`src/rtl/msns_pkg.sv`:
```
// ----------------------------------------------------------------------------
// msns_pkg: shared types, constants and tables of the note sequencer
// Scale, accent and Markov weight tables, command codes, field widths.
// ----------------------------------------------------------------------------
`default_nettype none
package msns_pkg;

   localparam int PHRASE_NOTES_DEFAULT = 32;

   localparam logic [1:0] CMD_TICK  = 2'd0;
   localparam logic [1:0] CMD_START = 2'd1;
   localparam logic [1:0] CMD_STOP  = 2'd2;

   localparam logic [1:0] REG_SCALE  = 2'd0;
   localparam logic [1:0] REG_RHYTHM = 2'd1;
   localparam logic [1:0] REG_ROOT   = 2'd2;
   localparam logic [1:0] REG_TEMPO  = 2'd3;

   localparam logic [15:0] BPM_MIN     = 16'd40;
   localparam logic [15:0] BPM_MAX     = 16'd240;
   localparam logic [15:0] TICKS_PER_MIN = 16'd60000;
   localparam logic [10:0] INTERVAL_MIN  = 11'd40;
   localparam logic [10:0] DURATION_MIN  = 11'd30;
   localparam logic [6:0]  VEL_BASE      = 7'd100;

   // Job handed from the sequencer to the divider.
   typedef struct packed {
      logic        start;
      logic [15:0] dividend;
      logic [7:0]  divisor;
   } div_req_type;

   typedef struct packed {
      logic        done;
      logic [15:0] quotient;
   } div_rsp_type;

   function automatic logic [3:0] scale_interval(input logic [2:0] sel,
                                                 input logic [2:0] deg);
      logic [3:0] t [8][7];
      t[0] = '{4'd0, 4'd1, 4'd3, 4'd5, 4'd7, 4'd8, 4'd10};
      t[1] = '{4'd0, 4'd1, 4'd4, 4'd5, 4'd6, 4'd9, 4'd11};
      t[2] = '{4'd0, 4'd2, 4'd4, 4'd7, 4'd9, 4'd0, 4'd0};
      t[3] = '{4'd0, 4'd1, 4'd3, 4'd6, 4'd7, 4'd8, 4'd11};
      t[4] = '{4'd0, 4'd2, 4'd3, 4'd6, 4'd7, 4'd9, 4'd11};
      t[5] = '{4'd0, 4'd2, 4'd5, 4'd7, 4'd10, 4'd0, 4'd0};
      t[6] = '{4'd0, 4'd2, 4'd4, 4'd6, 4'd7, 4'd9, 4'd11};
      t[7] = '{4'd0, 4'd3, 4'd5, 4'd8, 4'd10, 4'd0, 4'd0};
      return (deg == 3'd7) ? t[sel][0] : t[sel][deg];
   endfunction

   function automatic logic [2:0] scale_length(input logic [2:0] sel);
      return (sel == 3'd2 || sel == 3'd5 || sel == 3'd7) ? 3'd5 : 3'd7;
   endfunction

   // Accent 0..2 of a beat; 16-beat cycle is the default.
   function automatic logic [1:0] accent(input logic [1:0] rhythm,
                                         input logic [3:0] beat);
      logic [1:0] a;
      a = 2'd0;
      case (rhythm)
         2'd1: begin
            if (beat == 4'd0) a = 2'd2;
            else if (beat == 4'd3) a = 2'd1;
         end
         2'd2: begin
            if (beat == 4'd0) a = 2'd2;
            else if (beat == 4'd3 || beat == 4'd7) a = 2'd1;
         end
         default: begin
            if (beat == 4'd0) a = 2'd2;
            else if (beat[1:0] == 2'd0) a = 2'd1;
         end
      endcase
      return a;
   endfunction

   function automatic logic [6:0] markov_weight(input logic [2:0] older,
                                                input logic [2:0] newer,
                                                input logic [2:0] idx);
      logic [6:0] w [7][7][7];
      w[0][0] = '{7'd40,7'd30,7'd15,7'd25,7'd10,7'd5,7'd5};
      w[0][1] = '{7'd20,7'd20,7'd40,7'd35,7'd10,7'd5,7'd5};
      w[0][2] = '{7'd15,7'd25,7'd20,7'd50,7'd10,7'd5,7'd5};
      w[0][3] = '{7'd30,7'd20,7'd30,7'd30,7'd15,7'd10,7'd5};
      w[0][4] = '{7'd25,7'd15,7'd20,7'd40,7'd20,7'd15,7'd10};
      w[0][5] = '{7'd20,7'd15,7'd10,7'd25,7'd15,7'd20,7'd30};
      w[0][6] = '{7'd50,7'd20,7'd10,7'd15,7'd10,7'd10,7'd15};
      w[1][0] = '{7'd40,7'd30,7'd20,7'd20,7'd10,7'd5,7'd5};
      w[1][1] = '{7'd25,7'd35,7'd30,7'd20,7'd10,7'd5,7'd5};
      w[1][2] = '{7'd15,7'd20,7'd25,7'd45,7'd15,7'd5,7'd5};
      w[1][3] = '{7'd25,7'd20,7'd35,7'd30,7'd15,7'd10,7'd5};
      w[1][4] = '{7'd20,7'd25,7'd20,7'd35,7'd20,7'd10,7'd5};
      w[1][5] = '{7'd15,7'd20,7'd15,7'd25,7'd15,7'd25,7'd20};
      w[1][6] = '{7'd45,7'd25,7'd15,7'd15,7'd10,7'd10,7'd10};
      w[2][0] = '{7'd35,7'd30,7'd20,7'd25,7'd10,7'd5,7'd5};
      w[2][1] = '{7'd35,7'd25,7'd25,7'd25,7'd10,7'd5,7'd5};
      w[2][2] = '{7'd20,7'd25,7'd25,7'd35,7'd15,7'd10,7'd5};
      w[2][3] = '{7'd20,7'd15,7'd20,7'd40,7'd20,7'd20,7'd10};
      w[2][4] = '{7'd15,7'd20,7'd25,7'd40,7'd20,7'd15,7'd10};
      w[2][5] = '{7'd10,7'd15,7'd15,7'd30,7'd15,7'd25,7'd25};
      w[2][6] = '{7'd40,7'd25,7'd15,7'd15,7'd10,7'd10,7'd15};
      w[3][0] = '{7'd45,7'd30,7'd20,7'd20,7'd10,7'd5,7'd5};
      w[3][1] = '{7'd30,7'd25,7'd30,7'd25,7'd10,7'd5,7'd5};
      w[3][2] = '{7'd25,7'd35,7'd25,7'd25,7'd10,7'd5,7'd5};
      w[3][3] = '{7'd25,7'd20,7'd25,7'd40,7'd20,7'd15,7'd10};
      w[3][4] = '{7'd20,7'd15,7'd20,7'd40,7'd25,7'd15,7'd10};
      w[3][5] = '{7'd10,7'd10,7'd15,7'd30,7'd15,7'd25,7'd35};
      w[3][6] = '{7'd50,7'd20,7'd15,7'd20,7'd10,7'd10,7'd10};
      w[4][0] = '{7'd40,7'd25,7'd20,7'd25,7'd15,7'd5,7'd5};
      w[4][1] = '{7'd25,7'd25,7'd25,7'd30,7'd15,7'd10,7'd5};
      w[4][2] = '{7'd20,7'd25,7'd25,7'd40,7'd15,7'd10,7'd5};
      w[4][3] = '{7'd20,7'd20,7'd25,7'd40,7'd20,7'd15,7'd10};
      w[4][4] = '{7'd25,7'd15,7'd20,7'd40,7'd25,7'd20,7'd10};
      w[4][5] = '{7'd15,7'd15,7'd15,7'd30,7'd15,7'd30,7'd25};
      w[4][6] = '{7'd45,7'd20,7'd15,7'd20,7'd15,7'd10,7'd10};
      w[5][0] = '{7'd40,7'd25,7'd20,7'd20,7'd15,7'd10,7'd10};
      w[5][1] = '{7'd25,7'd30,7'd25,7'd25,7'd15,7'd15,7'd10};
      w[5][2] = '{7'd20,7'd25,7'd25,7'd35,7'd15,7'd15,7'd10};
      w[5][3] = '{7'd20,7'd20,7'd25,7'd35,7'd20,7'd20,7'd15};
      w[5][4] = '{7'd20,7'd20,7'd20,7'd35,7'd25,7'd20,7'd15};
      w[5][5] = '{7'd15,7'd15,7'd15,7'd25,7'd15,7'd30,7'd30};
      w[5][6] = '{7'd45,7'd20,7'd15,7'd20,7'd15,7'd15,7'd15};
      w[6][0] = '{7'd50,7'd25,7'd15,7'd20,7'd10,7'd10,7'd10};
      w[6][1] = '{7'd30,7'd30,7'd25,7'd25,7'd15,7'd10,7'd5};
      w[6][2] = '{7'd25,7'd25,7'd25,7'd30,7'd15,7'd10,7'd10};
      w[6][3] = '{7'd25,7'd20,7'd25,7'd35,7'd15,7'd15,7'd10};
      w[6][4] = '{7'd25,7'd20,7'd20,7'd35,7'd20,7'd15,7'd10};
      w[6][5] = '{7'd20,7'd20,7'd15,7'd25,7'd15,7'd25,7'd25};
      w[6][6] = '{7'd45,7'd25,7'd15,7'd20,7'd10,7'd10,7'd15};
      return w[older][newer][idx];
   endfunction

endpackage
`default_nettype wire

```
`src/rtl/msns_divider.sv`:
```
// ----------------------------------------------------------------------------
// msns_divider: restoring divider, one quotient bit per cycle
// Divides a 16-bit dividend by an 8-bit divisor.
// ----------------------------------------------------------------------------
`default_nettype none
module msns_divider (
   input  wire logic                  clock,
   input  wire logic                  reset,
   input  wire msns_pkg::div_req_type req,
   output msns_pkg::div_rsp_type      rsp
);
   logic [15:0] quot_ff, quot_in;
   logic [8:0]  rem_ff, rem_in;
   logic [7:0]  dvs_ff, dvs_in;
   logic [4:0]  count_ff, count_in;
   logic        busy_ff, busy_in;
   logic        done_ff, done_in;
   logic [8:0]  trial;

   always_comb begin
      quot_in  = quot_ff;
      rem_in   = rem_ff;
      dvs_in   = dvs_ff;
      count_in = count_ff;
      busy_in  = busy_ff;
      done_in  = 1'b0;
      trial    = {rem_ff[7:0], quot_ff[15]};
      if (req.start) begin
         quot_in  = req.dividend;
         rem_in   = '0;
         dvs_in   = req.divisor;
         count_in = '0;
         busy_in  = 1'b1;
      end else if (busy_ff) begin
         // shift in next dividend bit, subtract when it fits
         if (trial >= {1'b0, dvs_ff}) begin
            rem_in  = trial - {1'b0, dvs_ff};
            quot_in = {quot_ff[14:0], 1'b1};
         end else begin
            rem_in  = trial;
            quot_in = {quot_ff[14:0], 1'b0};
         end
         count_in = count_ff + 5'd1;
         if (count_ff == 5'd15) begin
            busy_in = 1'b0;
            done_in = 1'b1;
         end
      end
   end

   always_ff @(posedge clock) begin
      if (reset) begin
         busy_ff <= 1'b0;
         done_ff <= 1'b0;
      end else begin
         busy_ff <= busy_in;
         done_ff <= done_in;
      end
      quot_ff  <= quot_in;
      rem_ff   <= rem_in;
      dvs_ff   <= dvs_in;
      count_ff <= count_in;
   end

   assign rsp.done     = done_ff;
   assign rsp.quotient = quot_ff;
endmodule
`default_nettype wire

```
`src/rtl/markov_scale_note_sequencer_core.sv`:
```
// ----------------------------------------------------------------------------
// markov_scale_note_sequencer_core: generative note sequencer
// Tick-driven note on / note off generator with Markov or walk melody.
// ----------------------------------------------------------------------------
// One input word is taken at a time. A start, stop, unknown command or a tick
// while stopped passes through the decode, note-off and finish states before
// the next word can be taken. A tick while playing always divides 60000 by the
// clamped bpm in a one-bit-per-cycle divider, whose quotient over four, floored
// at 40, is the note interval. A tick that plays a note goes on to pick a
// degree: by a walk step on a walk scale, or on the Markov scale by weights
// accumulated one per cycle (up to 7). Up to two result words (note off, note
// on) leave through a one-word output register, and the note-off and note-on
// states stall while a result word waits for the receiver.
`default_nettype none
module markov_scale_note_sequencer_core #(
   parameter int PHRASE_NOTES = msns_pkg::PHRASE_NOTES_DEFAULT
) (
   input  wire logic        clock,
   input  wire logic        reset,
   input  wire logic        req_tvalid,
   output logic             req_tready,
   // [1:0] cmd, [9:2] rand_pick, [11:10] rand_step, [18:12] rand_chance,
   // [20:19] rand_shift, [23:21] rand_start
   input  wire logic [23:0] req_tdata,
   output logic             rsp_tvalid,
   input  wire logic        rsp_tready,
   // [7:0] note_number, [14:8] velocity, [18:15] beat_index, rest zero
   output logic [23:0]      rsp_tdata,
   // [0] event_kind
   output logic             rsp_tuser,
   output logic             rsp_tlast,
   input  wire logic        csr_psel,
   input  wire logic        csr_penable,
   input  wire logic        csr_pwrite,
   input  wire logic [3:0]  csr_paddr,
   input  wire logic [31:0] csr_pwdata,
   output logic [31:0]      csr_prdata,
   output logic             csr_pready
);
   localparam int PW = $clog2(PHRASE_NOTES + 1);

   typedef enum logic [3:0] {
      ST_IDLE, ST_DECODE, ST_DIV, ST_PICK, ST_NOTE, ST_OFF, ST_ON, ST_FINISH
   } state_type;

   state_type   state_ff;
   logic [2:0]  scale_ff;
   logic [1:0]  rhythm_ff;
   logic [6:0]  root_ff;
   logic [15:0] tempo_ff;

   logic [1:0]  cmd_ff;
   logic [7:0]  pick_ff;
   logic [1:0]  step_ff, shift_ff;
   logic [6:0]  chance_ff;
   logic [2:0]  start_ff;

   logic [31:0] time_ff, last_ff, off_time_ff;
   logic        first_ff, playing_ff, sounding_ff;
   logic [7:0]  snote_ff;
   logic [3:0]  beat_ff;
   logic [PW-1:0] phrase_ff;
   logic [2:0]  older_ff, newer_ff, walk_ff;
   logic [1:0]  oct_ff;       // 0,1,2 = -1,0,+1
   logic [10:0] interval_ff;
   logic [2:0]  idx_ff, deg_ff;
   logic [8:0]  cum_ff;
   logic        want_off_ff, want_on_ff;
   logic [7:0]  on_note_ff;

   logic        out_valid_ff, out_kind_ff, out_last_ff;
   logic [7:0]  out_note_ff;
   logic [6:0]  out_vel_ff;
   logic [3:0]  out_beat_ff;

   msns_pkg::div_req_type div_req;
   msns_pkg::div_rsp_type div_rsp;

   msns_divider u_div (.clock(clock), .reset(reset), .req(div_req), .rsp(div_rsp));

   logic [15:0] bpm_c;
   always_comb begin
      bpm_c = tempo_ff;
      if (tempo_ff < msns_pkg::BPM_MIN) bpm_c = msns_pkg::BPM_MIN;
      if (tempo_ff > msns_pkg::BPM_MAX) bpm_c = msns_pkg::BPM_MAX;
   end
   assign div_req.dividend = msns_pkg::TICKS_PER_MIN;
   assign div_req.divisor  = bpm_c[7:0];
   assign div_req.start    = (state_ff == ST_DECODE);

   // quotient/4, floored at 40; max 375 fits 11 bits
   logic [10:0] iv_raw, iv_c;
   assign iv_raw = div_rsp.quotient[12:2];
   assign iv_c   = (iv_raw < msns_pkg::INTERVAL_MIN) ? msns_pkg::INTERVAL_MIN : iv_raw;

   // duration = interval*8/10 = interval*4/5, by reciprocal 13108/2^16
   logic [24:0] dur_prod;
   logic [10:0] dur_raw, dur_c;
   assign dur_prod = {interval_ff, 2'b00} * 25'd13108;
   assign dur_raw  = {2'b0, dur_prod[24:16]};
   assign dur_c    = (dur_raw < msns_pkg::DURATION_MIN) ? msns_pkg::DURATION_MIN : dur_raw;

   logic [2:0] len_c;
   assign len_c = msns_pkg::scale_length(scale_ff);
   logic       new_phrase;
   assign new_phrase = phrase_ff >= PW'(PHRASE_NOTES);
   logic [2:0] hist_old, hist_new, walk_base;
   assign hist_old  = new_phrase ? 3'd0 : older_ff;
   assign hist_new  = new_phrase ? 3'd0 : newer_ff;
   assign walk_base = new_phrase ? ((start_ff > len_c - 3'd1) ? len_c - 3'd1 : start_ff)
                                 : walk_ff;
   logic [8:0] cum_next;
   assign cum_next = cum_ff + {2'b0, msns_pkg::markov_weight(hist_old, hist_new, idx_ff)};

   logic [1:0] step_c, shift_c;
   assign step_c  = (step_ff > 2'd2) ? 2'd2 : step_ff;
   assign shift_c = (shift_ff > 2'd2) ? 2'd2 : shift_ff;

   logic [3:0] beats_c, beat_c;
   logic [6:0] vel_c;
   always_comb begin
      case (rhythm_ff)
         2'd1:    beats_c = 4'd7;
         2'd2:    beats_c = 4'd10;
         default: beats_c = 4'd0; // sixteen, wraps naturally
      endcase
      beat_c = (beats_c != 4'd0 && beat_ff >= beats_c) ? 4'd0 : beat_ff;
      vel_c  = msns_pkg::VEL_BASE + {2'b0, msns_pkg::accent(rhythm_ff, beat_c), 3'b000};
   end

   logic [31:0] since;
   assign since = time_ff - last_ff;
   logic        out_free;
   assign out_free = !out_valid_ff || rsp_tready;
   logic        load_out;
   assign load_out = out_free && ((state_ff == ST_OFF && want_off_ff) || state_ff == ST_ON);
   logic        wr;
   assign wr = csr_psel && csr_penable && csr_pwrite;

   always_ff @(posedge clock) begin
      if (reset) begin
         state_ff <= ST_IDLE;
         scale_ff <= '0; rhythm_ff <= '0; root_ff <= 7'd60; tempo_ff <= 16'd120;
         time_ff <= '0; last_ff <= '0; off_time_ff <= '0;
         first_ff <= 1'b1; playing_ff <= 1'b0; sounding_ff <= 1'b0;
         snote_ff <= '0; beat_ff <= '0; phrase_ff <= PW'(PHRASE_NOTES);
         older_ff <= '0; newer_ff <= '0; walk_ff <= '0; oct_ff <= 2'd1;
         out_valid_ff <= 1'b0;
         want_off_ff <= 1'b0; want_on_ff <= 1'b0;
      end else begin
         if (wr) begin
            unique case (csr_paddr[3:2])
               msns_pkg::REG_SCALE:  scale_ff  <= csr_pwdata[2:0];
               msns_pkg::REG_RHYTHM: rhythm_ff <= csr_pwdata[1:0];
               msns_pkg::REG_ROOT:   root_ff   <= csr_pwdata[6:0];
               msns_pkg::REG_TEMPO:  tempo_ff  <= csr_pwdata[15:0];
               default: ;
            endcase
         end
         if (out_valid_ff && rsp_tready && !load_out) out_valid_ff <= 1'b0;
         unique case (state_ff)
            ST_IDLE: begin
               if (req_tvalid) begin
                  cmd_ff    <= req_tdata[1:0];
                  pick_ff   <= req_tdata[9:2];
                  step_ff   <= req_tdata[11:10];
                  chance_ff <= req_tdata[18:12];
                  shift_ff  <= req_tdata[20:19];
                  start_ff  <= req_tdata[23:21];
                  state_ff  <= ST_DECODE;
               end
            end
            ST_DECODE: begin
               want_on_ff <= 1'b0;
               unique case (cmd_ff)
                  msns_pkg::CMD_START: begin
                     want_off_ff <= sounding_ff;
                     phrase_ff   <= PW'(PHRASE_NOTES);
                     beat_ff     <= '0;
                     off_time_ff <= '0;
                     first_ff    <= 1'b1;
                     playing_ff  <= 1'b1;
                     state_ff    <= ST_OFF;
                  end
                  msns_pkg::CMD_STOP: begin
                     want_off_ff <= sounding_ff;
                     playing_ff  <= 1'b0;
                     off_time_ff <= '0;
                     state_ff    <= ST_OFF;
                  end
                  msns_pkg::CMD_TICK: begin
                     want_off_ff <= 1'b0;
                     time_ff     <= time_ff + 32'd1;
                     state_ff    <= playing_ff ? ST_DIV : ST_OFF;
                  end
                  default: begin
                     want_off_ff <= 1'b0;
                     state_ff    <= ST_OFF;
                  end
               endcase
            end
            ST_DIV: begin
               // time_ff already advanced here
               if (div_rsp.done) begin
                  interval_ff <= iv_c;
                  if (first_ff || since >= {21'd0, iv_c}) begin
                     idx_ff   <= '0;
                     cum_ff   <= '0;
                     deg_ff   <= '0;
                     state_ff <= (scale_ff == 3'd0) ? ST_PICK : ST_NOTE;
                  end else begin
                     want_off_ff <= sounding_ff && (time_ff >= off_time_ff);
                     state_ff    <= ST_OFF;
                  end
               end
            end
            ST_PICK: begin
               // one weight per cycle; no hit leaves degree 0
               cum_ff <= cum_next;
               idx_ff <= idx_ff + 3'd1;
               if ({1'b0, pick_ff} < cum_next) begin
                  deg_ff   <= idx_ff;
                  state_ff <= ST_NOTE;
               end else if (idx_ff == 3'd6) begin
                  state_ff <= ST_NOTE;
               end
            end
            ST_NOTE: begin : note_blk
               logic [2:0] deg;
               logic [3:0] wsum;
               logic [2:0] oct_base, onext;
               logic [7:0] nnote;
               if (scale_ff == 3'd0) begin
                  deg      = deg_ff;
                  older_ff <= hist_new;
                  newer_ff <= deg_ff;
                  // a new phrase still restarts the walk
                  if (new_phrase) walk_ff <= walk_base;
               end else begin
                  wsum = {1'b0, walk_base} + {2'b0, step_c};
                  if (wsum == 4'd0) deg = 3'd0;
                  else if (wsum - 4'd1 > {1'b0, len_c - 3'd1}) deg = len_c - 3'd1;
                  else deg = 3'(wsum - 4'd1);
                  walk_ff <= deg;
                  if (new_phrase) begin older_ff <= 3'd0; newer_ff <= 3'd0; end
               end
               oct_base = new_phrase ? 3'd1 : {1'b0, oct_ff};
               onext    = oct_base;
               if (chance_ff < ((scale_ff == 3'd0) ? 7'd8 : 7'd10)) begin
                  onext = oct_base + {1'b0, shift_c};
                  onext = (onext == 3'd0) ? 3'd0 : onext - 3'd1;
                  if (onext > 3'd2) onext = 3'd2;
               end
               oct_ff <= onext[1:0];
               nnote = {1'b0, root_ff} + {4'b0, msns_pkg::scale_interval(scale_ff, deg)}
                       + ((onext == 3'd2) ? 8'd12 : (onext == 3'd0) ? 8'd244 : 8'd0);
               on_note_ff  <= nnote;
               phrase_ff   <= (new_phrase ? PW'(0) : phrase_ff) + PW'(1);
               want_off_ff <= sounding_ff;
               want_on_ff  <= 1'b1;
               last_ff     <= time_ff;
               first_ff    <= 1'b0;
               state_ff    <= ST_OFF;
            end
            ST_OFF: begin
               if (!want_off_ff) begin
                  state_ff <= want_on_ff ? ST_ON : ST_FINISH;
               end else if (out_free) begin
                  out_valid_ff <= 1'b1;
                  out_kind_ff  <= 1'b0;
                  out_note_ff  <= snote_ff;
                  out_vel_ff   <= '0;
                  out_beat_ff  <= '0;
                  out_last_ff  <= !want_on_ff;
                  sounding_ff  <= 1'b0;
                  want_off_ff  <= 1'b0;
                  state_ff     <= want_on_ff ? ST_ON : ST_FINISH;
               end
            end
            ST_ON: begin
               if (out_free) begin
                  out_valid_ff <= 1'b1;
                  out_kind_ff  <= 1'b1;
                  out_note_ff  <= on_note_ff;
                  out_vel_ff   <= vel_c;
                  out_beat_ff  <= beat_c;
                  out_last_ff  <= 1'b1;
                  snote_ff     <= on_note_ff;
                  sounding_ff  <= 1'b1;
                  off_time_ff  <= time_ff + {21'd0, dur_c};
                  beat_ff      <= (beats_c != 4'd0 && beat_c + 4'd1 == beats_c) ? 4'd0
                                                                        : beat_c + 4'd1;
                  want_on_ff   <= 1'b0;
                  state_ff     <= ST_FINISH;
               end
            end
            ST_FINISH: state_ff <= ST_IDLE;
            default:   state_ff <= ST_IDLE;
         endcase
      end
   end

   assign req_tready = (state_ff == ST_IDLE);
   assign rsp_tvalid = out_valid_ff;
   assign rsp_tdata  = {5'd0, out_beat_ff, out_vel_ff, out_note_ff};
   assign rsp_tuser  = out_kind_ff;
   assign rsp_tlast  = out_last_ff;
   assign csr_pready = 1'b1;

   always_comb begin
      csr_prdata = '0;
      unique case (csr_paddr[3:2])
         msns_pkg::REG_SCALE:  csr_prdata = {29'd0, scale_ff};
         msns_pkg::REG_RHYTHM: csr_prdata = {30'd0, rhythm_ff};
         msns_pkg::REG_ROOT:   csr_prdata = {25'd0, root_ff};
         msns_pkg::REG_TEMPO:  csr_prdata = {16'd0, tempo_ff};
         default:              csr_prdata = '0;
      endcase
   end
endmodule
`default_nettype wire

```
`config.mk`:
```
export PLATFORM = sky130hd
export DESIGN_NAME = markov_scale_note_sequencer_core
export DESIGN_NICKNAME = d
export VERILOG_FILES = /design/src/rtl/msns_pkg.sv /design/src/rtl/msns_divider.sv /design/src/rtl/markov_scale_note_sequencer_core.sv
export SDC_FILE = /design/constraint.sdc
export NUM_CORES = 1
export LEC_CHECK = 0
export ABC_AREA = 1
export BUFFER_PORTS_ARGS = -buffer_cell sky130_fd_sc_hd__buf_4
export CAP_MARGIN = 10
export CORE_AREA = 5 5 216 218
export DETAILED_ROUTE_END_ITERATION = 8
export DIE_AREA = 0 0 221 223
export PLACE_DENSITY = 0.67
export RECOVER_POWER = 100
export SLEW_MARGIN = 20
export SYNTH_ARGS = -nofsm -noshare
export SYNTH_HDL_FRONTEND = slang
export SYNTH_HIERARCHICAL = 1
export SYNTH_SLANG_ARGS = --single-unit
```
`constraint.sdc`:
```
create_clock -name clock -period 13.4 [get_ports clock]
set_clock_uncertainty 0.05 [all_clocks]
set_input_delay 1.34 -clock clock [delete_from_list [all_inputs] [get_ports clock]]
set_output_delay 1.34 -clock clock [all_outputs]
set_load 0.01 [all_outputs]
```
==> impl_metrics.prom, run 1 <==
# TYPE chip_impl_metric gauge
chip_impl_info{name="outcome",value="finished with violations"} 1
chip_impl_info{name="violations",value="capacitance limit, slew limit"} 1
chip_impl_metric{name="critical_path_required",unit="ns"} 13.82
chip_impl_metric{name="fin_crit",unit="ns"} 8.34
chip_impl_metric{name="gate_count_after_technology_mapping",unit=""} 3103
chip_impl_info{name="yosys-top-cells-area",value="sky130_fd_sc_hd__dfxtp_1, sky130_fd_sc_hd__edfxtp_1, sky130_fd_sc_hd__ha_1"} 1
chip_impl_metric{name="routedWlPerCell",unit="microns"} 16.0
chip_impl_metric{name="grt_overflow_total",unit=""} 0
chip_impl_metric{name="io_buffers",unit=""} 84
chip_impl_metric{name="fmax",unit="MHz"} 120
chip_impl_info{name="count_leader_synth",value="sky130_fd_sc_hd__nand2_1"} 1
chip_impl_metric{name="worst_case_hold_slack",unit="ns"} 0.407
chip_impl_metric{name="cap_viol_max_count",unit=""} 5
chip_impl_metric{name="via_cell_ratio",unit=""} 5.36
chip_impl_metric{name="first_global_vias",unit=""} 19400
chip_impl_metric{name="row_count",unit=""} 78
chip_impl_info{name="critPathCaptureType",value="register"} 1
chip_impl_info{name="synthTopCellsByCount",value="sky130_fd_sc_hd__nand2_1, sky130_fd_sc_hd__inv_1, sky130_fd_sc_hd__nor2_1"} 1
chip_impl_metric{name="pre_cts_slack",unit="ns"} 5.91
chip_impl_metric{name="antenna_violations_before_repair",unit=""} 0
chip_impl_info{name="clockRootBuffer",value="sky130_fd_sc_hd__clkbuf_16"} 1
chip_impl_metric{name="route.detailed.drc",unit=""} 0
chip_impl_info{name="min-delay-path-class",value="register to register"} 1
chip_impl_info{name="hold_path.startpoint",value="last_ff[9]$_SDFFE_PP0P_"} 1
chip_impl_metric{name="setup-tns-final",unit="ns"} 0
chip_impl_metric{name="cp_slowest_stage_delay",unit="ns"} 0.91
chip_impl_metric{name="post-layout-total-power",unit="mW"} 3.67
chip_impl_metric{name="critPathMaxFanout",unit=""} 7
chip_impl_metric{name="cts_resized",unit=""} 0
chip_impl_info{name="timing.critical_path.slowest_stage_cell",value="sky130_fd_sc_hd__o21ai_0"} 1
chip_impl_metric{name="synth_cell_area",unit="sq um"} 21900
chip_impl_metric{name="ys_ff_latch",unit=""} 275
chip_impl_metric{name="areaGrowthSynthToFinish",unit="%"} 8.61
chip_impl_metric{name="route.vias.total",unit=""} 20300
chip_impl_metric{name="fillCellCount",unit=""} 4463
chip_impl_info{name="rsz0062_at_grt",value="false"} 1
chip_impl_metric{name="synth.top_cell.area_share",unit=""} 0.162
chip_impl_metric{name="core",unit="sq um"} 44700
chip_impl_metric{name="final-hold-violation-count",unit=""} 0
chip_impl_metric{name="initial_utilization",unit=""} 0.490
chip_impl_metric{name="io_pins",unit=""} 128
chip_impl_metric{name="detailedRoute.firstIterationViolations",unit=""} 1657
chip_impl_metric{name="power_density",unit="nW/um^2"} 154
chip_impl_metric{name="reg2reg_setup_slack",unit="ns"} 5.06
chip_impl_info{name="critPathLaunchType",value="register"} 1
chip_impl_metric{name="dieWidth",unit="microns"} 221
chip_impl_metric{name="clk_path_buf_depth",unit=""} 3
chip_impl_info{name="primary_flip_flop_cell_chosen_by_synthesis_mapping",value="sky130_fd_sc_hd__dfxtp_1"} 1
chip_impl_metric{name="synth.yosys.seq_area_share",unit=""} 0.296
chip_impl_metric{name="cts-htree-levels",unit=""} 1
chip_impl_info{name="min_to",value="last_ff[9]$_SDFFE_PP0P_"} 1
chip_impl_metric{name="regArea",unit="sq um"} 6490
chip_impl_metric{name="synth.distinct_cells",unit=""} 71
chip_impl_metric{name="yosys_warnings",unit=""} 6
chip_impl_metric{name="routed_wirelength",unit="microns"} 60500
chip_impl_metric{name="timing.slew.headroom",unit=""} -1.14
chip_impl_metric{name="routabilityCongestion",unit=""} 0.955
chip_impl_info{name="setup.worst_path.class",value="register to register"} 1
chip_impl_metric{name="multi_input_comb_area",unit="sq um"} 13000
chip_impl_metric{name="leak",unit="nW"} 11.1
chip_impl_info{name="regToRegEndpoint",value="off_time_ff[30]$_SDFFE_PP0P_"} 1
chip_impl_metric{name="cts_hold_buf",unit=""} 0
chip_impl_metric{name="vdd.ir_drop.worst",unit="mV"} 0.103
chip_impl_metric{name="final-max-slew-violation-count",unit=""} 226
chip_impl_metric{name="grt_start_max_net_pins",unit=""} 77
chip_impl_metric{name="finish.net_count",unit=""} 3493
chip_impl_metric{name="detailedPlacementHpwl",unit="microns"} 47000
chip_impl_metric{name="detail-route-antenna-nets",unit=""} 0
chip_impl_metric{name="die-area",unit="sq um"} 49300
chip_impl_metric{name="grt_pass1_wl",unit="microns"} 98100
chip_impl_metric{name="detail_route.first_pass.iterations",unit=""} 6
chip_impl_metric{name="timing.final.crit_share",unit=""} 0.622
chip_impl_metric{name="clkSlewWorstSetupHoldPaths",unit="ns"} 0.06
chip_impl_metric{name="clk-insertion-delay-late",unit="ns"} 0.59
chip_impl_metric{name="post-cts-setup-buffers",unit=""} 0
chip_impl_metric{name="timing.reg2reg.worst_path_depth",unit=""} 34
chip_impl_metric{name="final-setup-viol-count",unit=""} 0
chip_impl_metric{name="synth-async-reset-ratio",unit=""} 0
chip_impl_metric{name="min_path_cells",unit=""} 2
chip_impl_metric{name="final.setup.worst_slack",unit="ns"} 5.06
chip_impl_metric{name="cts_inserted_buffers",unit=""} 30
chip_impl_metric{name="timing_worst_slew_pin_value",unit="ns"} 3.20
chip_impl_info{name="regToRegStartpoint",value="interval_ff[5]$_DFFE_PP_"} 1
chip_impl_metric{name="insertedDiodeCount",unit=""} 0
chip_impl_info{name="tritoncts",value="yes"} 1
chip_impl_info{name="yosysTopAreaCell",value="sky130_fd_sc_hd__dfxtp_1"} 1
chip_impl_metric{name="die-height",unit="microns"} 223
chip_impl_metric{name="number_of_enable_flip_flop_cells_after_synthesis",unit=""} 98
chip_impl_metric{name="post_route_cells_drive_above_1_share",unit=""} 0.0537
chip_impl_metric{name="global_route.usage.total",unit=""} 0.237
chip_impl_metric{name="cts_num_sinks",unit=""} 275
chip_impl_metric{name="cp.arrival",unit="ns"} 8.75
chip_impl_metric{name="synthesis.area_per_instance",unit="sq um"} 7.06
==> per-layer routing <==
metal / part of all wire / track usage / vias up
met5: 0 / 0 / -
met4: 0.038 / 0.0824 / 0
met3: 0.055 / 0.0230 / 154
met2: 0.45 / 0.399 / 641
met1: 0.45 / 0.321 / 9308
li1: - / - / 10200
==> cells in the final DEF, fill, tap and decap left out, types with 34 or more instances in the layout <==
master                     Yosys  final
sky130_fd_sc_hd__conb_1        2     40
sky130_fd_sc_hd__xor2_1       34     34
sky130_fd_sc_hd__ha_1        224    224
sky130_fd_sc_hd__nand2_1     689    692
sky130_fd_sc_hd__nor2_1      272    271
sky130_fd_sc_hd__clkbuf_1     63     48
sky130_fd_sc_hd__dfxtp_1     177    177
sky130_fd_sc_hd__edfxtp_1     98     98
sky130_fd_sc_hd__fa_1         40     40
sky130_fd_sc_hd__nand3_1     148    149
sky130_fd_sc_hd__o21ai_0     186    200
sky130_fd_sc_hd__a21oi_1     270    271
sky130_fd_sc_hd__inv_1       513    518
sky130_fd_sc_hd__nor3_1       42     42
==> per-stage QoR <==
stage / utilization / cell area, sq um / cells
after detailed placement: 0.515 / 23000 / 3730
after global placement: 0.515 / 23000 / 3730
after global routing: 0.532 / 23800 / 3786
after floorplan: - / 22000 / 3141
final: 0.532 / 23800 / 3786
after CTS: 0.537 / 24000 / 3786
==> cell type report <==
cell class / count / share of cell area
clock buffers: 34 / 0.0322
clock inverters: 22 / 0.00962
inverters: 539 / 0.0850
multi-input cells: 2218 / 0.545
flip-flops and latches: 275 / 0.273
well taps: 600 / 0.0316
repair buffers: 98 / 0.0240
==> critical path, delay by kind of cell, from the launching register on <==
| family | cells | cell delay [ns] |
|---|---|---|
| and+or+nand+nor | 13 | 1.50 |
| AOI/OAI and AO/OA | 8 | 2.26 |
| adders and majority gates | 8 | 3.34 |
| buffers and inverters | 4 | 0.24 |
| xor gates and xnor gates | 1 | 0.28 |
| DFF | 1 | 0.52 |
==> state kept, by name, summed over array words and instances, names as in the netlist, 6 cells and up <==
register / count
u_div/rem_ff: 8
root_ff: 7
snote_ff: 8
u_div/dvs_ff: 8
out_note_ff: 8
last_ff: 32
u_div/quot_ff: 16
time_ff: 32
interval_ff: 11
tempo_ff: 16
on_note_ff: 8
off_time_ff: 32
cum_ff: 9
chance_ff: 6
phrase_ff: 6
pick_ff: 8
==> worst max-delay path by stage <==
stage / from / end / slack (ns) / cells past startpoint
global placement: interval_ff[5]$_DFFE_PP_ / off_time_ff[31]$_SDFFE_PP0P_ / 6.01 / 31
floorplan: interval_ff[9]$_DFFE_PP_ / off_time_ff[28]$_SDFFE_PP0P_ / 6.94 / 42
CTS: interval_ff[5]$_DFFE_PP_ / off_time_ff[31]$_SDFFE_PP0P_ / 5.88 / 31
global route: interval_ff[9]$_DFFE_PP_ / off_time_ff[30]$_SDFFE_PP0P_ / 4.43 / 36
finish: interval_ff[5]$_DFFE_PP_ / off_time_ff[30]$_SDFFE_PP0P_ / 5.06 / 34
detailed placement: interval_ff[5]$_DFFE_PP_ / off_time_ff[31]$_SDFFE_PP0P_ / 5.91 / 31
==> power breakdown <==
| group | switching, mW | internal, mW |
|---|---|---|
| registers | 0.0976 | 1.03 |
| clock network | 0.351 | 0.473 |
| logic | 1.15 | 0.565 |
==> cell families (layout without fill, tap and decap cells) <==
group | after synthesis | after routing | share of synthesized area
compound gates | 598 | 598 | 0.153
simple gates | 1269 | 1269 | 0.250
other cells | 2 | 40 | 0.000343
xor+xnor | 47 | 47 | 0.0191
buf+inv | 648 | 693 | 0.117
fa+ha+maj | 264 | 264 | 0.164
flops | 275 | 275 | 0.296
(Power assumes the default switching activity.)
==> run 2: changes to the inputs <==
- clock period: 13.4 -> 8.4 ns (I/O delays scaled with it)
==> run 2 against run 1 <==
Against the previous run: sequential power up 59%; first-iteration DRC count grew 1.7%; largest cell class unchanged; the flow still finishes with violations (capacitance limit, slew limit); critical endpoint is now off_time_ff[28]$_SDFFE_PP0P_; clock-buffer cell count grew 9.
==> impl_metrics.prom, run 2 (synthesized netlist as in run 1, its figures left out) <==
# TYPE chip_impl_metric gauge
chip_impl_info{name="outcome",value="finished with violations"} 1
chip_impl_info{name="violations",value="capacitance limit, slew limit"} 1
chip_impl_metric{name="routedWlPerCell",unit="microns"} 16.2
chip_impl_metric{name="fin_crit",unit="ns"} 7.59
chip_impl_metric{name="reg2reg_setup_slack",unit="ns"} 0.81
chip_impl_metric{name="final-hold-violation-count",unit=""} 0
chip_impl_metric{name="cp_slowest_stage_delay",unit="ns"} 0.55
chip_impl_info{name="setup.worst_path.class",value="register to register"} 1
chip_impl_metric{name="detail-route-antenna-nets",unit=""} 0
chip_impl_metric{name="cts_hold_buf",unit=""} 0
chip_impl_metric{name="cp.arrival",unit="ns"} 7.85
chip_impl_metric{name="timing_worst_slew_pin_value",unit="ns"} 3.20
chip_impl_metric{name="finish.net_count",unit=""} 3495
chip_impl_info{name="rsz0062_at_grt",value="false"} 1
chip_impl_metric{name="antenna_violations_before_repair",unit=""} 1
chip_impl_metric{name="critical_path_required",unit="ns"} 8.66
chip_impl_metric{name="cts_num_sinks",unit=""} 275
chip_impl_metric{name="final-max-slew-violation-count",unit=""} 214
chip_impl_metric{name="share_seq_of_total_power",unit=""} 0.304
chip_impl_info{name="critPathLaunchType",value="register"} 1
chip_impl_metric{name="first_global_vias",unit=""} 19600
chip_impl_metric{name="timing.final.crit_share",unit=""} 0.904
chip_impl_info{name="crit_family",value="adder cells"} 1
chip_impl_metric{name="regArea",unit="sq um"} 6490
chip_impl_info{name="final_cell_mix",value="sky130_fd_sc_hd__nand2_1, sky130_fd_sc_hd__inv_1, sky130_fd_sc_hd__nor2_1, sky130_fd_sc_hd__a21oi_1, sky130_fd_sc_hd__ha_1"} 1
chip_impl_info{name="min-delay-path-class",value="input port to register"} 1
chip_impl_metric{name="dieWidth",unit="microns"} 221
chip_impl_metric{name="io_pins",unit=""} 128
chip_impl_metric{name="routabilityCongestion",unit=""} 0.950
chip_impl_metric{name="sw_frac_of_total",unit=""} 0.431
chip_impl_metric{name="power_density",unit="nW/um^2"} 248
chip_impl_info{name="reg_top3",value="last_ff: 32 flops, off_time_ff: 32 flops, time_ff: 32 flops"} 1
chip_impl_metric{name="internal_power",unit="mW"} 3.37
chip_impl_info{name="clockRootBuffer",value="sky130_fd_sc_hd__clkbuf_16"} 1
chip_impl_metric{name="post-cts-setup-buffers",unit=""} 0
chip_impl_metric{name="detailedPlacementHpwl",unit="microns"} 47600
chip_impl_metric{name="grt_start_max_net_pins",unit=""} 77
chip_impl_metric{name="cap_viol_max_count",unit=""} 5
chip_impl_metric{name="multi_input_comb_area",unit="sq um"} 13000
chip_impl_metric{name="route.vias.total",unit=""} 20300
chip_impl_metric{name="fillCellCount",unit=""} 4484
chip_impl_metric{name="io_buffers",unit=""} 84
chip_impl_metric{name="die-height",unit="microns"} 223
chip_impl_metric{name="grt_pass1_wl",unit="microns"} 99800
chip_impl_metric{name="leak",unit="nW"} 11.1
chip_impl_metric{name="detail_route.first_pass.iterations",unit=""} 6
chip_impl_metric{name="row_count",unit=""} 78
chip_impl_metric{name="cts_inserted_buffers",unit=""} 30
chip_impl_metric{name="worst_case_hold_slack",unit="ns"} 0.407
chip_impl_info{name="critPathCaptureType",value="register"} 1
chip_impl_metric{name="initial_utilization",unit=""} 0.490
chip_impl_metric{name="placed_cells",unit=""} 3732
chip_impl_metric{name="die-area",unit="sq um"} 49300
chip_impl_metric{name="fmax",unit="MHz"} 132
chip_impl_metric{name="core",unit="sq um"} 44700
chip_impl_metric{name="areaGrowthSynthToFinish",unit="%"} 8.99
chip_impl_metric{name="critPathMaxFanout",unit=""} 5
chip_impl_metric{name="clk_path_buf_depth",unit=""} 3
chip_impl_metric{name="p_clk_frac",unit=""} 0.233
chip_impl_metric{name="combPwrFrac",unit=""} 0.463
chip_impl_metric{name="detailedRoute.firstIterationViolations",unit=""} 1685
chip_impl_metric{name="global_route.usage.total",unit=""} 0.241
chip_impl_metric{name="switching_power",unit="mW"} 2.55
chip_impl_metric{name="cts-htree-levels",unit=""} 1
chip_impl_metric{name="setup-tns-final",unit="ns"} 0
chip_impl_info{name="tritoncts",value="yes"} 1
chip_impl_metric{name="clk-insertion-delay-late",unit="ns"} 0.59
chip_impl_metric{name="post_route_cells_drive_above_1_share",unit=""} 0.0549
chip_impl_metric{name="via_cell_ratio",unit=""} 5.36
chip_impl_info{name="layout_commonest_cell",value="sky130_fd_sc_hd__nand2_1"} 1
chip_impl_metric{name="clkSlewWorstSetupHoldPaths",unit="ns"} 0.06
chip_impl_metric{name="final-setup-viol-count",unit=""} 0
chip_impl_metric{name="grt_overflow_total",unit=""} 0
chip_impl_metric{name="vdd.ir_drop.worst",unit="mV"} 0.169
chip_impl_metric{name="finalNonFillerCells",unit=""} 3787
chip_impl_metric{name="route.detailed.drc",unit=""} 0
chip_impl_metric{name="insertedDiodeCount",unit=""} 0
chip_impl_metric{name="cts_resized",unit=""} 0
chip_impl_metric{name="routed_wirelength",unit="microns"} 61300
chip_impl_info{name="timing.critical_path.slowest_stage_cell",value="sky130_fd_sc_hd__fa_1"} 1
chip_impl_metric{name="timing.slew.headroom",unit=""} -1.13
chip_impl_metric{name="worst-path-buf-inv",unit=""} 6
-- run 2: changes by cell type in the layout (fill, tap and decap cells not counted), sizes merged --
| cell | delta |
|---|---|
| inv | -2 |
| clkbuf | +9 |
| bufinv | -1 |
| clkinvlp | -5 |
| clkinv | -2 |
| buf | +2 |
-- run 2: routing by layer --
| layer | routed length (microns) | track usage | up-vias |
|---|---|---|---|
| met3 | 3230 | 0.0233 | 141 |
| met2 | 28500 | 0.415 | 635 |
| met4 | 2110 | 0.0790 | 2 |
| li1 | - | - | 10200 |
| met5 | 18 | 0 | - |
| met1 | 27400 | 0.320 | 9335 |
-- run 2: worst paths after layout --
path | startpoint | to | depth (start not counted)
worst min-delay path | req_tdata[16] | chance_ff[4]$_DFFE_PP_ | 1
worst max register to register | interval_ff[5]$_DFFE_PP_ | off_time_ff[28]$_SDFFE_PP0P_ | 39
worst max-delay path | interval_ff[5]$_DFFE_PP_ | off_time_ff[28]$_SDFFE_PP0P_ | 39
worst min register to register | last_ff[8]$_SDFFE_PP0P_ | last_ff[8]$_SDFFE_PP0P_ | 2
-- run 2: per-stage QoR --
stage          setup WS (ns)  cell area [sq um]  power [mW]   util
4_1_cts                 1.02              24100        5.96  0.539
3_3_place_gp            1.10              23000        4.48  0.515
6_report               0.810              23900        5.92  0.534
5_1_grt                0.232              23900        6.42  0.534
3_5_place_dp            1.04              23000        4.55  0.515
2_1_floorplan           1.94              22000        3.84      -
-- run 2: final cells by class --
cell class / instances / area share
multi-input combinational: 2218 / 0.543
sequential: 275 / 0.272
inverter: 539 / 0.0847
clock buffer: 43 / 0.0383
tap: 600 / 0.0314
timing repair buffer: 100 / 0.0247
clock inverter: 12 / 0.00587
-- run 2: power groups by stage --
stage	clock network [mW]	registers (mW)	logic (mW)
floorplan	0	1.75	2.08
global placement	0	1.82	2.66
detailed placement	0	1.82	2.73
CTS	1.41	1.80	2.74
global route	1.47	1.82	3.12
finish	1.38	1.80	2.74
